$ cat config.mk
export PLATFORM = sky130hd
export DESIGN_NAME = scaled_moving_average
export DESIGN_NICKNAME = d
export VERILOG_FILES = /design/src/sma_pkg.sv /design/src/scaled_moving_average.sv /design/src/sma_front.sv /design/src/sma_queue.sv /design/src/sma_back.sv
export SDC_FILE = /design/constraint.sdc
export NUM_CORES = 2
export LEC_CHECK = 0
export ABC_AREA = 1
export BUFFER_PORTS_ARGS = -buffer_cell sky130_fd_sc_hd__buf_2
export CAP_MARGIN = 20
export CORE_MARGIN = 4
export CORE_UTILIZATION = 55
export CTS_BUF_LIST = sky130_fd_sc_hd__clkbuf_4 sky130_fd_sc_hd__clkbuf_8
export DETAILED_ROUTE_END_ITERATION = 8
export HOLD_SLACK_MARGIN = 0.15
export MAX_ROUTING_LAYER = met4
export PLACE_DENSITY = 0.71
export SLEW_MARGIN = 30
export SYNTH_ARGS = -nofsm -noshare
export SYNTH_HDL_FRONTEND = slang
export SYNTH_SLANG_ARGS = --single-unit
$ cat constraint.sdc
create_clock -name clk -period 16.4 [get_ports clk]
set_input_delay 0.82 -clock clk [delete_from_list [all_inputs] [get_ports clk]]
set_output_delay 0.82 -clock clk [all_outputs]
set_load 0.02 [all_outputs]
$ cat src/sma_pkg.sv
// sma_pkg: shared types, register indexes and helpers for the scaled moving average.
// Used by sma_front, sma_queue, sma_back and scaled_moving_average.
package sma_pkg;

    localparam int DEPTH_DEFAULT = 16;
    localparam int SAMPLE_W      = 10;
    localparam int DATA_W        = 16;
    localparam int SHIFT_W       = 5;
    localparam int LEN_CFG_W     = 5;
    localparam int CFG_ADDR_W    = 3;
    localparam int QUEUE_DEPTH   = 2;

    typedef enum logic [CFG_ADDR_W-1:0] {
        REG_IN_BIAS    = 3'd0,
        REG_GAIN       = 3'd1,
        REG_GAIN_SHIFT = 3'd2,
        REG_WINDOW_LEN = 3'd3,
        REG_OUT_BIAS   = 3'd4
    } reg_index_t;

    typedef struct packed {
        logic signed [DATA_W-1:0] in_bias;
        logic signed [DATA_W-1:0] gain;
        logic [SHIFT_W-1:0]       gain_shift;
        logic [LEN_CFG_W-1:0]     window_len;
        logic signed [DATA_W-1:0] out_bias;
    } cfg_t;

    // Clamp a wide signed value to the signed 16-bit range.
    function automatic logic signed [DATA_W-1:0] sat16(input logic signed [32:0] v);
        if (v > 33'sd32767)
            return 16'sh7fff;
        else if (v < -33'sd32768)
            return 16'sh8000;
        else
            return v[DATA_W-1:0];
    endfunction

endpackage

$ cat src/scaled_moving_average.sv
// scaled_moving_average: top level with config registers, front, queue and back.
// Depends on sma_pkg, sma_front, sma_queue and sma_back.
//
//   channel | handshake            | payload
//   --------+----------------------+---------------------------------
//   input   | in_valid / in_stall  | sample (10 bit, unsigned)
//   output  | out_valid / out_stall| average (16 bit, signed)
//   config  | cfg_wr_en            | cfg_addr (3 bit), cfg_wdata (16 bit)
//
// Each sample passes the front multiply register and then the queue; the back
// part handles one item at a time in steps: queue pop, ring write, window sum
// (one ring read a cycle, then the last read drains), a one-bit-per-cycle
// divide over SUM_W = 16 + log2(DEPTH) bits, and the output bias step. It pops
// another item only after the output bias step of the last has finished.
// Reset loads the register defaults and clears the ring valid bits, so unwritten
// entries read as zero; no clearing pass is needed.
// out_stall holds the finished result; the back part waits in its last step,
// while the front stage and a two-entry queue keep taking samples.
module scaled_moving_average #(
    parameter int DEPTH = sma_pkg::DEPTH_DEFAULT
) (
    input  logic                                  clk,
    input  logic                                  rst_n,
    input  logic                                  in_valid,
    output logic                                  in_stall,
    input  logic [sma_pkg::SAMPLE_W-1:0]          sample,
    output logic                                  out_valid,
    input  logic                                  out_stall,
    output logic signed [sma_pkg::DATA_W-1:0]     average,
    input  logic                                  cfg_wr_en,
    input  logic [sma_pkg::CFG_ADDR_W-1:0]        cfg_addr,
    input  logic [sma_pkg::DATA_W-1:0]            cfg_wdata
);

    sma_pkg::cfg_t cfg_reg;

    logic                              q_push;
    logic signed [sma_pkg::DATA_W-1:0] q_push_data;
    logic                              q_pop;
    logic signed [sma_pkg::DATA_W-1:0] q_pop_data;
    logic                              q_full;
    logic                              q_empty;

    // Register writes; unknown indexes are dropped.
    always_ff @(posedge clk or negedge rst_n)
    begin
        if (!rst_n)
        begin
            cfg_reg.in_bias    <= '0;
            cfg_reg.gain       <= 16'sd1;
            cfg_reg.gain_shift <= '0;
            cfg_reg.window_len <= 5'd16;
            cfg_reg.out_bias   <= '0;
        end
        else if (cfg_wr_en)
        begin
            case (cfg_addr)
                sma_pkg::REG_IN_BIAS:    cfg_reg.in_bias    <= cfg_wdata;
                sma_pkg::REG_GAIN:       cfg_reg.gain       <= cfg_wdata;
                sma_pkg::REG_GAIN_SHIFT: cfg_reg.gain_shift <= cfg_wdata[sma_pkg::SHIFT_W-1:0];
                sma_pkg::REG_WINDOW_LEN: cfg_reg.window_len <= cfg_wdata[sma_pkg::LEN_CFG_W-1:0];
                sma_pkg::REG_OUT_BIAS:   cfg_reg.out_bias   <= cfg_wdata;
                default:                 ;
            endcase
        end
    end

    // Front: take a transfer, scale it, hand it to the queue.
    sma_front u_front (
        .clk       (clk),
        .rst_n     (rst_n),
        .cfg       (cfg_reg),
        .in_valid  (in_valid),
        .in_stall  (in_stall),
        .sample    (sample),
        .push      (q_push),
        .push_data (q_push_data),
        .q_full    (q_full)
    );

    sma_queue u_queue (
        .clk       (clk),
        .rst_n     (rst_n),
        .push      (q_push),
        .push_data (q_push_data),
        .pop       (q_pop),
        .pop_data  (q_pop_data),
        .full      (q_full),
        .empty     (q_empty)
    );

    // Back: update the ring, average the window, present the result.
    sma_back #(
        .DEPTH (DEPTH)
    ) u_back (
        .clk       (clk),
        .rst_n     (rst_n),
        .cfg       (cfg_reg),
        .q_empty   (q_empty),
        .q_data    (q_pop_data),
        .q_pop     (q_pop),
        .out_valid (out_valid),
        .out_stall (out_stall),
        .average   (average)
    );

`ifndef SYNTHESIS
    a_no_push_when_full: assert property (@(posedge clk) disable iff (!rst_n)
        q_push |-> !q_full)
        else $error("queue push while full");

    a_no_pop_when_empty: assert property (@(posedge clk) disable iff (!rst_n)
        q_pop |-> !q_empty)
        else $error("queue pop while empty");

    a_fill_needs_push: assert property (@(posedge clk) disable iff (!rst_n)
        $fell(q_empty) |-> $past(q_push))
        else $error("queue filled without a push");
`endif

endmodule

$ cat src/sma_front.sv
// sma_front: accepts raw samples, removes the input bias, applies gain and shift.
// Depends on sma_pkg; feeds scaled values into sma_queue.
module sma_front (
    input  logic                          clk,
    input  logic                          rst_n,
    input  sma_pkg::cfg_t                 cfg,
    input  logic                          in_valid,
    output logic                          in_stall,
    input  logic [sma_pkg::SAMPLE_W-1:0]  sample,
    output logic                          push,
    output logic signed [sma_pkg::DATA_W-1:0] push_data,
    input  logic                          q_full
);

    logic signed [16:0] diff;
    logic signed [32:0] prod;
    logic signed [32:0] shifted;
    logic signed [32:0] prod_reg;
    logic               prod_vld_reg;
    logic               accept;

    assign diff    = $signed({7'b0, sample}) - 17'(cfg.in_bias);
    assign prod    = 33'(diff) * 33'(cfg.gain);
    assign shifted = prod_reg >>> cfg.gain_shift;

    assign in_stall  = prod_vld_reg && q_full;
    assign accept    = in_valid && !in_stall;
    assign push      = prod_vld_reg && !q_full;
    assign push_data = sma_pkg::sat16(shifted);

    always_ff @(posedge clk or negedge rst_n)
    begin
        if (!rst_n)
        begin
            prod_vld_reg <= 1'b0;
            prod_reg     <= '0;
        end
        else
        begin
            if (accept)
            begin
                prod_vld_reg <= 1'b1;
                prod_reg     <= prod;
            end
            else if (push)
            begin
                prod_vld_reg <= 1'b0;
            end
        end
    end

endmodule

$ cat src/sma_queue.sv
// sma_queue: short FIFO of scaled values between the front and back parts.
// Depends on sma_pkg for its depth and data width.
module sma_queue (
    input  logic                              clk,
    input  logic                              rst_n,
    input  logic                              push,
    input  logic signed [sma_pkg::DATA_W-1:0] push_data,
    input  logic                              pop,
    output logic signed [sma_pkg::DATA_W-1:0] pop_data,
    output logic                              full,
    output logic                              empty
);

    localparam int Q_PTR_W = (sma_pkg::QUEUE_DEPTH > 1) ? $clog2(sma_pkg::QUEUE_DEPTH) : 1;
    localparam int Q_CNT_W = $clog2(sma_pkg::QUEUE_DEPTH + 1);

    logic signed [sma_pkg::DATA_W-1:0] entry_reg [sma_pkg::QUEUE_DEPTH];
    logic [Q_PTR_W-1:0] wr_ptr_reg;
    logic [Q_PTR_W-1:0] rd_ptr_reg;
    logic [Q_CNT_W-1:0] count_reg;

    assign full     = (count_reg == Q_CNT_W'(sma_pkg::QUEUE_DEPTH));
    assign empty    = (count_reg == '0);
    assign pop_data = entry_reg[rd_ptr_reg];

    function automatic logic [Q_PTR_W-1:0] ptr_inc(input logic [Q_PTR_W-1:0] p);
        if (p == Q_PTR_W'(sma_pkg::QUEUE_DEPTH - 1))
            return '0;
        else
            return p + Q_PTR_W'(1);
    endfunction

    always_ff @(posedge clk)
    begin
        if (push)
            entry_reg[wr_ptr_reg] <= push_data;
    end

    always_ff @(posedge clk or negedge rst_n)
    begin
        if (!rst_n)
        begin
            wr_ptr_reg <= '0;
            rd_ptr_reg <= '0;
            count_reg  <= '0;
        end
        else
        begin
            if (push)
                wr_ptr_reg <= ptr_inc(wr_ptr_reg);
            if (pop)
                rd_ptr_reg <= ptr_inc(rd_ptr_reg);
            if (push && !pop)
                count_reg <= count_reg + Q_CNT_W'(1);
            else if (pop && !push)
                count_reg <= count_reg - Q_CNT_W'(1);
        end
    end

endmodule

$ cat src/sma_back.sv
// sma_back: ring store, window sum, serial divide and output bias for each value.
// Depends on sma_pkg; takes values from sma_queue, drives the output register.
module sma_back #(
    parameter int DEPTH = sma_pkg::DEPTH_DEFAULT
) (
    input  logic                              clk,
    input  logic                              rst_n,
    input  sma_pkg::cfg_t                     cfg,
    input  logic                              q_empty,
    input  logic signed [sma_pkg::DATA_W-1:0] q_data,
    output logic                              q_pop,
    output logic                              out_valid,
    input  logic                              out_stall,
    output logic signed [sma_pkg::DATA_W-1:0] average
);

    localparam int PTR_W = (DEPTH > 1) ? $clog2(DEPTH) : 1;
    localparam int LEN_W = $clog2(DEPTH + 1);
    localparam int SUM_W = sma_pkg::DATA_W + PTR_W;
    localparam int CNT_W = $clog2(SUM_W);

    typedef enum logic [2:0] {
        S_IDLE,
        S_WRITE,
        S_SUM,
        S_DIV,
        S_POST
    } state_t;

    state_t                            state_reg;
    logic signed [sma_pkg::DATA_W-1:0] ring_mem [DEPTH];
    logic signed [sma_pkg::DATA_W-1:0] new_reg;
    logic signed [sma_pkg::DATA_W-1:0] rd_data_reg;
    logic [DEPTH-1:0]                  vld_reg;
    logic [PTR_W-1:0]                  wp_reg;
    logic [LEN_W-1:0]                  rd_idx_reg;
    logic                              rd_pend_reg;
    logic                              rd_vld_reg;
    logic signed [SUM_W-1:0]           acc_reg;
    logic [SUM_W-1:0]                  dvd_reg;
    logic [LEN_W-1:0]                  rem_reg;
    logic                              neg_reg;
    logic [CNT_W-1:0]                  cnt_reg;
    logic                              out_valid_reg;
    logic signed [sma_pkg::DATA_W-1:0] average_reg;

    logic [LEN_W-1:0]        len;
    logic [LEN_W-1:0]        wp_inc;
    logic [PTR_W-1:0]        wp_next;
    logic [PTR_W-1:0]        rd_addr;
    logic                    rd_issue;
    logic                    sum_done;
    logic signed [SUM_W-1:0] entry;
    logic [LEN_W:0]          rem_shift;
    logic                    take;
    logic [LEN_W-1:0]        rem_next;
    logic [16:0]             quot;
    logic signed [17:0]      avg;
    logic signed [17:0]      res;
    logic                    out_free;
    logic                    ring_we;

    // Window length clamped to 1 .. DEPTH.
    always_comb
    begin
        if (cfg.window_len == '0)
            len = LEN_W'(1);
        else if (32'(cfg.window_len) > DEPTH)
            len = LEN_W'(DEPTH);
        else
            len = LEN_W'(cfg.window_len);
    end

    assign wp_inc  = LEN_W'(wp_reg) + LEN_W'(1);
    assign wp_next = (wp_inc >= len) ? '0 : PTR_W'(wp_inc);

    assign rd_addr  = rd_idx_reg[PTR_W-1:0];
    assign rd_issue = (state_reg == S_SUM) && (rd_idx_reg < len);
    assign sum_done = (state_reg == S_SUM) && !rd_issue && !rd_pend_reg;
    assign entry    = rd_vld_reg ? SUM_W'(rd_data_reg) : '0;

    // One restoring divide step per cycle.
    assign rem_shift = {rem_reg, dvd_reg[SUM_W-1]};
    assign take      = (rem_shift >= {1'b0, len});
    assign rem_next  = take ? LEN_W'(rem_shift - {1'b0, len}) : rem_shift[LEN_W-1:0];

    assign quot = dvd_reg[16:0];
    assign avg  = neg_reg ? -$signed({1'b0, quot}) : $signed({1'b0, quot});
    assign res  = avg - 18'(cfg.out_bias);

    assign out_free  = !out_valid_reg || !out_stall;
    assign q_pop     = (state_reg == S_IDLE) && !q_empty;
    assign ring_we   = (state_reg == S_WRITE);
    assign out_valid = out_valid_reg;
    assign average   = average_reg;

    always_ff @(posedge clk)
    begin
        if (ring_we)
            ring_mem[wp_reg] <= new_reg;
        rd_data_reg <= ring_mem[rd_addr];
    end

    always_ff @(posedge clk or negedge rst_n)
    begin
        if (!rst_n)
        begin
            state_reg     <= S_IDLE;
            new_reg       <= '0;
            vld_reg       <= '0;
            wp_reg        <= '0;
            rd_idx_reg    <= '0;
            rd_pend_reg   <= 1'b0;
            rd_vld_reg    <= 1'b0;
            acc_reg       <= '0;
            dvd_reg       <= '0;
            rem_reg       <= '0;
            neg_reg       <= 1'b0;
            cnt_reg       <= '0;
            out_valid_reg <= 1'b0;
            average_reg   <= '0;
        end
        else
        begin
            if (out_valid_reg && !out_stall)
                out_valid_reg <= 1'b0;

            case (state_reg)
                S_IDLE:
                begin
                    if (!q_empty)
                    begin
                        new_reg   <= q_data;
                        state_reg <= S_WRITE;
                    end
                end
                S_WRITE:
                begin
                    vld_reg[wp_reg] <= 1'b1;
                    wp_reg          <= wp_next;
                    rd_idx_reg      <= '0;
                    rd_pend_reg     <= 1'b0;
                    acc_reg         <= '0;
                    state_reg       <= S_SUM;
                end
                S_SUM:
                begin
                    if (rd_issue)
                        rd_idx_reg <= rd_idx_reg + LEN_W'(1);
                    rd_pend_reg <= rd_issue;
                    rd_vld_reg  <= vld_reg[rd_addr];
                    if (rd_pend_reg)
                        acc_reg <= acc_reg + entry;
                    if (sum_done)
                    begin
                        neg_reg   <= acc_reg[SUM_W-1];
                        dvd_reg   <= acc_reg[SUM_W-1] ? SUM_W'(-acc_reg) : SUM_W'(acc_reg);
                        rem_reg   <= '0;
                        cnt_reg   <= '0;
                        state_reg <= S_DIV;
                    end
                end
                S_DIV:
                begin
                    dvd_reg <= {dvd_reg[SUM_W-2:0], take};
                    rem_reg <= rem_next;
                    cnt_reg <= cnt_reg + CNT_W'(1);
                    if (cnt_reg == CNT_W'(SUM_W - 1))
                        state_reg <= S_POST;
                end
                S_POST:
                begin
                    if (out_free)
                    begin
                        average_reg   <= sma_pkg::sat16(33'(res));
                        out_valid_reg <= 1'b1;
                        state_reg     <= S_IDLE;
                    end
                end
                default:
                begin
                    state_reg <= S_IDLE;
                end
            endcase
        end
    end

endmodule

# After elaboration in Yosys (flattened, before gate mapping)
# Memories as Yosys holds them, arrays and structs flattened. A register that Yosys moved wholly into a read port is not among the register bits.
# Index checks and enable logic that the tools add are counted.
# totals
out_inout_bits	18
ramBits	288
reg_bits	194
mem_count	2
elab_cells	154
input_bits	34
# op_classes
shift	1
addsub	13
mux	43
bitwise_logic	2
n_eq_ne	16
magnitude_cmp	11
mul	1
n_reduce_logical	42
# mem_list
memory	depth	width	rd	rd_clocked_by_memory_dff	wr	line	rtl
u_back.ring_mem	16	16	1	1	1	sma_back.sv:31	logic signed [sma_pkg::DATA_W-1:0] ring_mem [DEPTH];
u_queue.entry_reg	2	16	1	1	1	sma_queue.sv:17	logic signed [sma_pkg::DATA_W-1:0] entry_reg [sma_pkg::QUEUE_DEPTH];
# ops
op	count
$mux W20	4
$pmux W20 S2	2
$mux W16	4
$gt A33 B16 Y1 const B	1
$lt A33 B16 Y1 const B	1
$mul A17 B16 Y33	1
$sshr A33 B5 Y33	1
$pmux W5 S2	3
$mux W5	5
$reduce_and A2 Y1	11
$add A20 B20 Y20	1
$neg A20 Y20	1
$gt A18 B16 Y1 const B	1
$lt A18 B16 Y1 const B	1
$mux W18	1
$neg A17 Y18	1
$sub A18 B16 Y18	1
$sub A11 B16 Y17	1
$or A16 B16 Y16	1
$pmux W3 S5	1
$mux W1	13
$eq A3 B2 Y1 const B	4
$mux W3	4
$logic_and A1 B1 Y1	11
31 further kinds	54

# Depth between registers and ports, before layout
# logic_depth
word_depth	10
depth_mapped	37
ltp_nobuf	37

# By module
# A second synthesis with hierarchy kept.
# hier_totals
hier_cells	4252
area_unflattened_um2	36779.0
# by_module_without_submodules
mod	instances	cells_per_inst	area_each_um2	seq_area_each_um2
sma_back	1	1938	18664.2	10860.4
sma_front	1	1976	14375.0	850.8
scaled_moving_average	1	263	2327.2	1453.9
sma_queue	1	75	1412.6	1061.0

# Worst setup path before layout
# No wires, ideal clock.
# synth_path
path_type	input port to flip-flop
from	in sample[0] (netlist name)
to	reg u_front.prod_reg[32]
arrival_time_ps	7326
n_path_buf	1
stages	32
path_slack_ps	8956
setup_time_ps	118
required_time_ps	16282
path_cell_list	inv_1 ha_1 inv_1 fa_1 nand3_1 nand3_1 nand2_1 nor2_1 nand4_2 nand2_1 buf_2 nor2_1 inv_1 fa_1 inv_1 fa_1 inv_1 fa_1 inv_1 fa_1 fa_1 inv_1 fa_1 inv_1 ha_1 a21oi_1 o21bai_1 a221oi_1 nand3_1 or2_1 nand3_1 nand2_1
# synth_via
elab_chain_len	2
# synth_rtl
item	line	rtl
start, declared	scaled_moving_average.sv:26	input logic [sma_pkg::SAMPLE_W-1:0] sample,
$sub A11 B16 Y17	sma_front.sv:22	assign diff = $signed({7'b0, sample}) - 17'(cfg.in_bias);
$mul A17 B16 Y33	sma_front.sv:23	assign prod = 33'(diff) * 33'(cfg.gain);
end signal, assigned	sma_front.sv:43	prod_reg <= prod;
end, declared	sma_front.sv:18	logic signed [32:0] prod_reg;
# Every way passes these cells.
# A chain may end at the register's enable or synchronous reset.

# Worst setup path in the final report
# layout_path
from	reg cfg_reg[42] (netlist name)
to	reg u_front.prod_reg[32]
# layout_via
elab_chain_len	2
# layout_rtl
item	line	rtl
start, declared	scaled_moving_average.sv:35	sma_pkg::cfg_t cfg_reg;
$sub A11 B16 Y17	sma_front.sv:22	
$mul A17 B16 Y33	sma_front.sv:23	
# Every way passes these cells.

==> run summary <==
Outcome: complete, no violations
Syn Nets: 4510
Final non-filler cell area: 38780 um2
Vias in the first global route: 27560
Total grt overflow: 0
Port bufs: 51
Clock slew at reported path FFs: 0.06 ns
DR vias: 28040
Max reg flops: 256
CTS Hold Bufs: 1
Relative slew margins: 0.3819
Prevailing post-synth register cell: edfxtp_1
Clock Path Buffers: 3
Fraction of layout cells with a size suffix above 1: 0.07752
Antenna-violating nets left: 0
Mean area per synthesized cell: 8.892 um2
Area delta synth->final: 7.872%
Warnings, synthesis: 0
Main area contributors after synthesis: edfxtp_1 (24%), fa_1 (16%), dfrtp_1 (14%)
Worst-path maximum fanout: 12
Synth cell types: 57
Fillers: 5692
CP Class: reg2reg
Fmax: 0.1263 GHz
Period utilization: 0.4827
Number of synthesized flops with an enable pin: 288
Register area share after synthesis: 0.3957
TritonCTS clock tree: done
Initial antenna violation count: 3
Post-CTS setup buffer count: 0
Final hold slack: 0.4495 ns
Die X-Extent: 263.7 um
CP Capture Type: flip-flop
Synth top area share: 0.2406
Top-count cell post-synth: nand2_1
DR DRC count: 0
CP arrival: 8.47 ns
Total clock sinks: 514
# Max-Cap Violations: 0
Via/cell ratio: 5.626
Row count: 93
Clock period minus worst slack: 7.916 ns
Half-perimeter wire length after placement: 71290 um
Mapped Cells: 4043
Synth Register Bits: 514
Crit path largest cell delay: 0.66 ns
Reg area: 14230 um2
H-Tree Depth: 3
Wirelength per Cell: 19.41 um
Final Skew: 0.04360 ns
Tightest Hold Check Type: in2reg
Gpl congestion: 0.9694
Synth area leader: edfxtp_1
Die height: 263.7 um
Final setup violation count: 0
Ports: 52
Root Buffer: clkbuf_8
Worst endpoint required time: 16.96 ns
Fin nets: 4526
1st-pass router iterations: 6
Total CTS buffers: 82
RSZ-0062 raised after global routing: false
Critical-path top delay cell: fa_1
Total Wirelength: 96720 um
Pin count of the biggest net entering global routing: 99
Async SR Flop Fraction: 0.4086
Initial DRC count: 2874
Initial Utilization: 0.5567
Post-CTS resize count: 0
Cell Area, Synth: 35950 um2
Full die area: 69520 um2
Worst-Margin Slew: 0.9240 ns
GRT Total Usage: 0.2895
Global-route wire length before repair: 154500 um
Synth top cells by count: nand2_1 (761), inv_1 (592), nor2_1 (479), o21ai_0 (303), edfxtp_1 (288)
Hold Vio Cnt, Final: 0
Final max-slew violation count: 0
CP Launch Type: flip-flop
Footprint of the multi-input gates: 18830 um2
CORE AREA: 64580 um2
TNS Setup: 0 ns
Clock Latency Late Sink: 0.69 ns
Placed Area: 36930 um2
[area by class of cell]
cell class | count | area share
Multi-Input combinational cell | 2768 | 0.4856
Sequential cell | 514 | 0.3670
Inverter | 605 | 0.05872
Clock buffer | 123 | 0.03978
Tap cell | 855 | 0.02758
Timing Repair Buffer | 88 | 0.01468
Clock inverter | 30 | 0.006485
Antenna cell | 1 | 0.00006452
[placed cells by master, fill, tap and decap left out, drive strengths merged, types with 28 or more instances in the layout]
master,netlist,routed
a21oi,139,139
buf,41,87
clkbuf,115,123
clkinv,8,30
dfrtp,208,208
edfxtp,288,288
fa,280,280
ha,153,153
inv,597,602
nand2,774,774
nand3,248,248
nand4,28,28
nor2,480,480
o21ai,307,307
o32ai,40,40
or2,33,33
xor2,56,56
[cell families (layout without fill, tap and decap cells)]
kind of cell | count (synthesis) | in the layout | synth area share
flip-flops | 514 | 514 | 0.3957
XOR/XNOR | 80 | 80 | 0.01970
AO/OA/AOI/OAI | 626 | 626 | 0.1012
adder cells (fa/ha/maj) | 433 | 433 | 0.2092
multiplexers | 27 | 27 | 0.007517
buffers and inverters | 761 | 846 | 0.08248
AND/OR/NAND/NOR | 1602 | 1602 | 0.1842
other | 0 | 1 | 0
[metrics by stage]
step	instances	utilization	setup WS (ns)
5_1_grt	4983	0.6005	8.045
3_3_place_gp	4828	0.5717	7.830
3_5_place_dp	4828	0.5719	7.838
2_1_floorplan	4043	-	8.956
6_report	4984	0.6005	8.484
4_1_cts	4982	0.5998	8.373
[worst paths after layout]
path	from	to	slack, ns	depth (start not counted)
max in group asynchronous	rst_n	cfg_reg[28]	13.96	4
max	cfg_reg[42]	u_front.prod_reg[32]	8.48	30
min reg2reg	u_back.vld_reg[1]	u_back.vld_reg[1]	0.46	2
min in group asynchronous	rst_n	u_back.vld_reg[4]	0.74	2
max reg2reg	cfg_reg[42]	u_front.prod_reg[32]	8.48	30
min	out_stall	u_back.out_valid	0.45	3
[critical path, delay by kind of cell (launching register included)]
family                     cells  cell delay, ns
AOI/OAI and AO/OA              3            0.60
adders and majority gates      9            4.46
buffers and inverters          7            0.63
DFF                            1            0.43
and+or+nand+nor               11            1.68
[per-layer routing]
| layer | share of wire | GRT usage | vias to the layer above |
|---|---|---|---|
| met5 | 0 | - | - |
| met4 | 0.036 | 0.09043 | 0 |
| met3 | 0.069 | 0.04228 | 235 |
| met2 | 0.46 | 0.4501 | 1052 |
| met1 | 0.43 | 0.3992 | 13530 |
| li1 | - | - | 13220 |
Power is not shown: default switching activity piles up to over one toggle a cycle in this logic, so the estimate is an artifact.
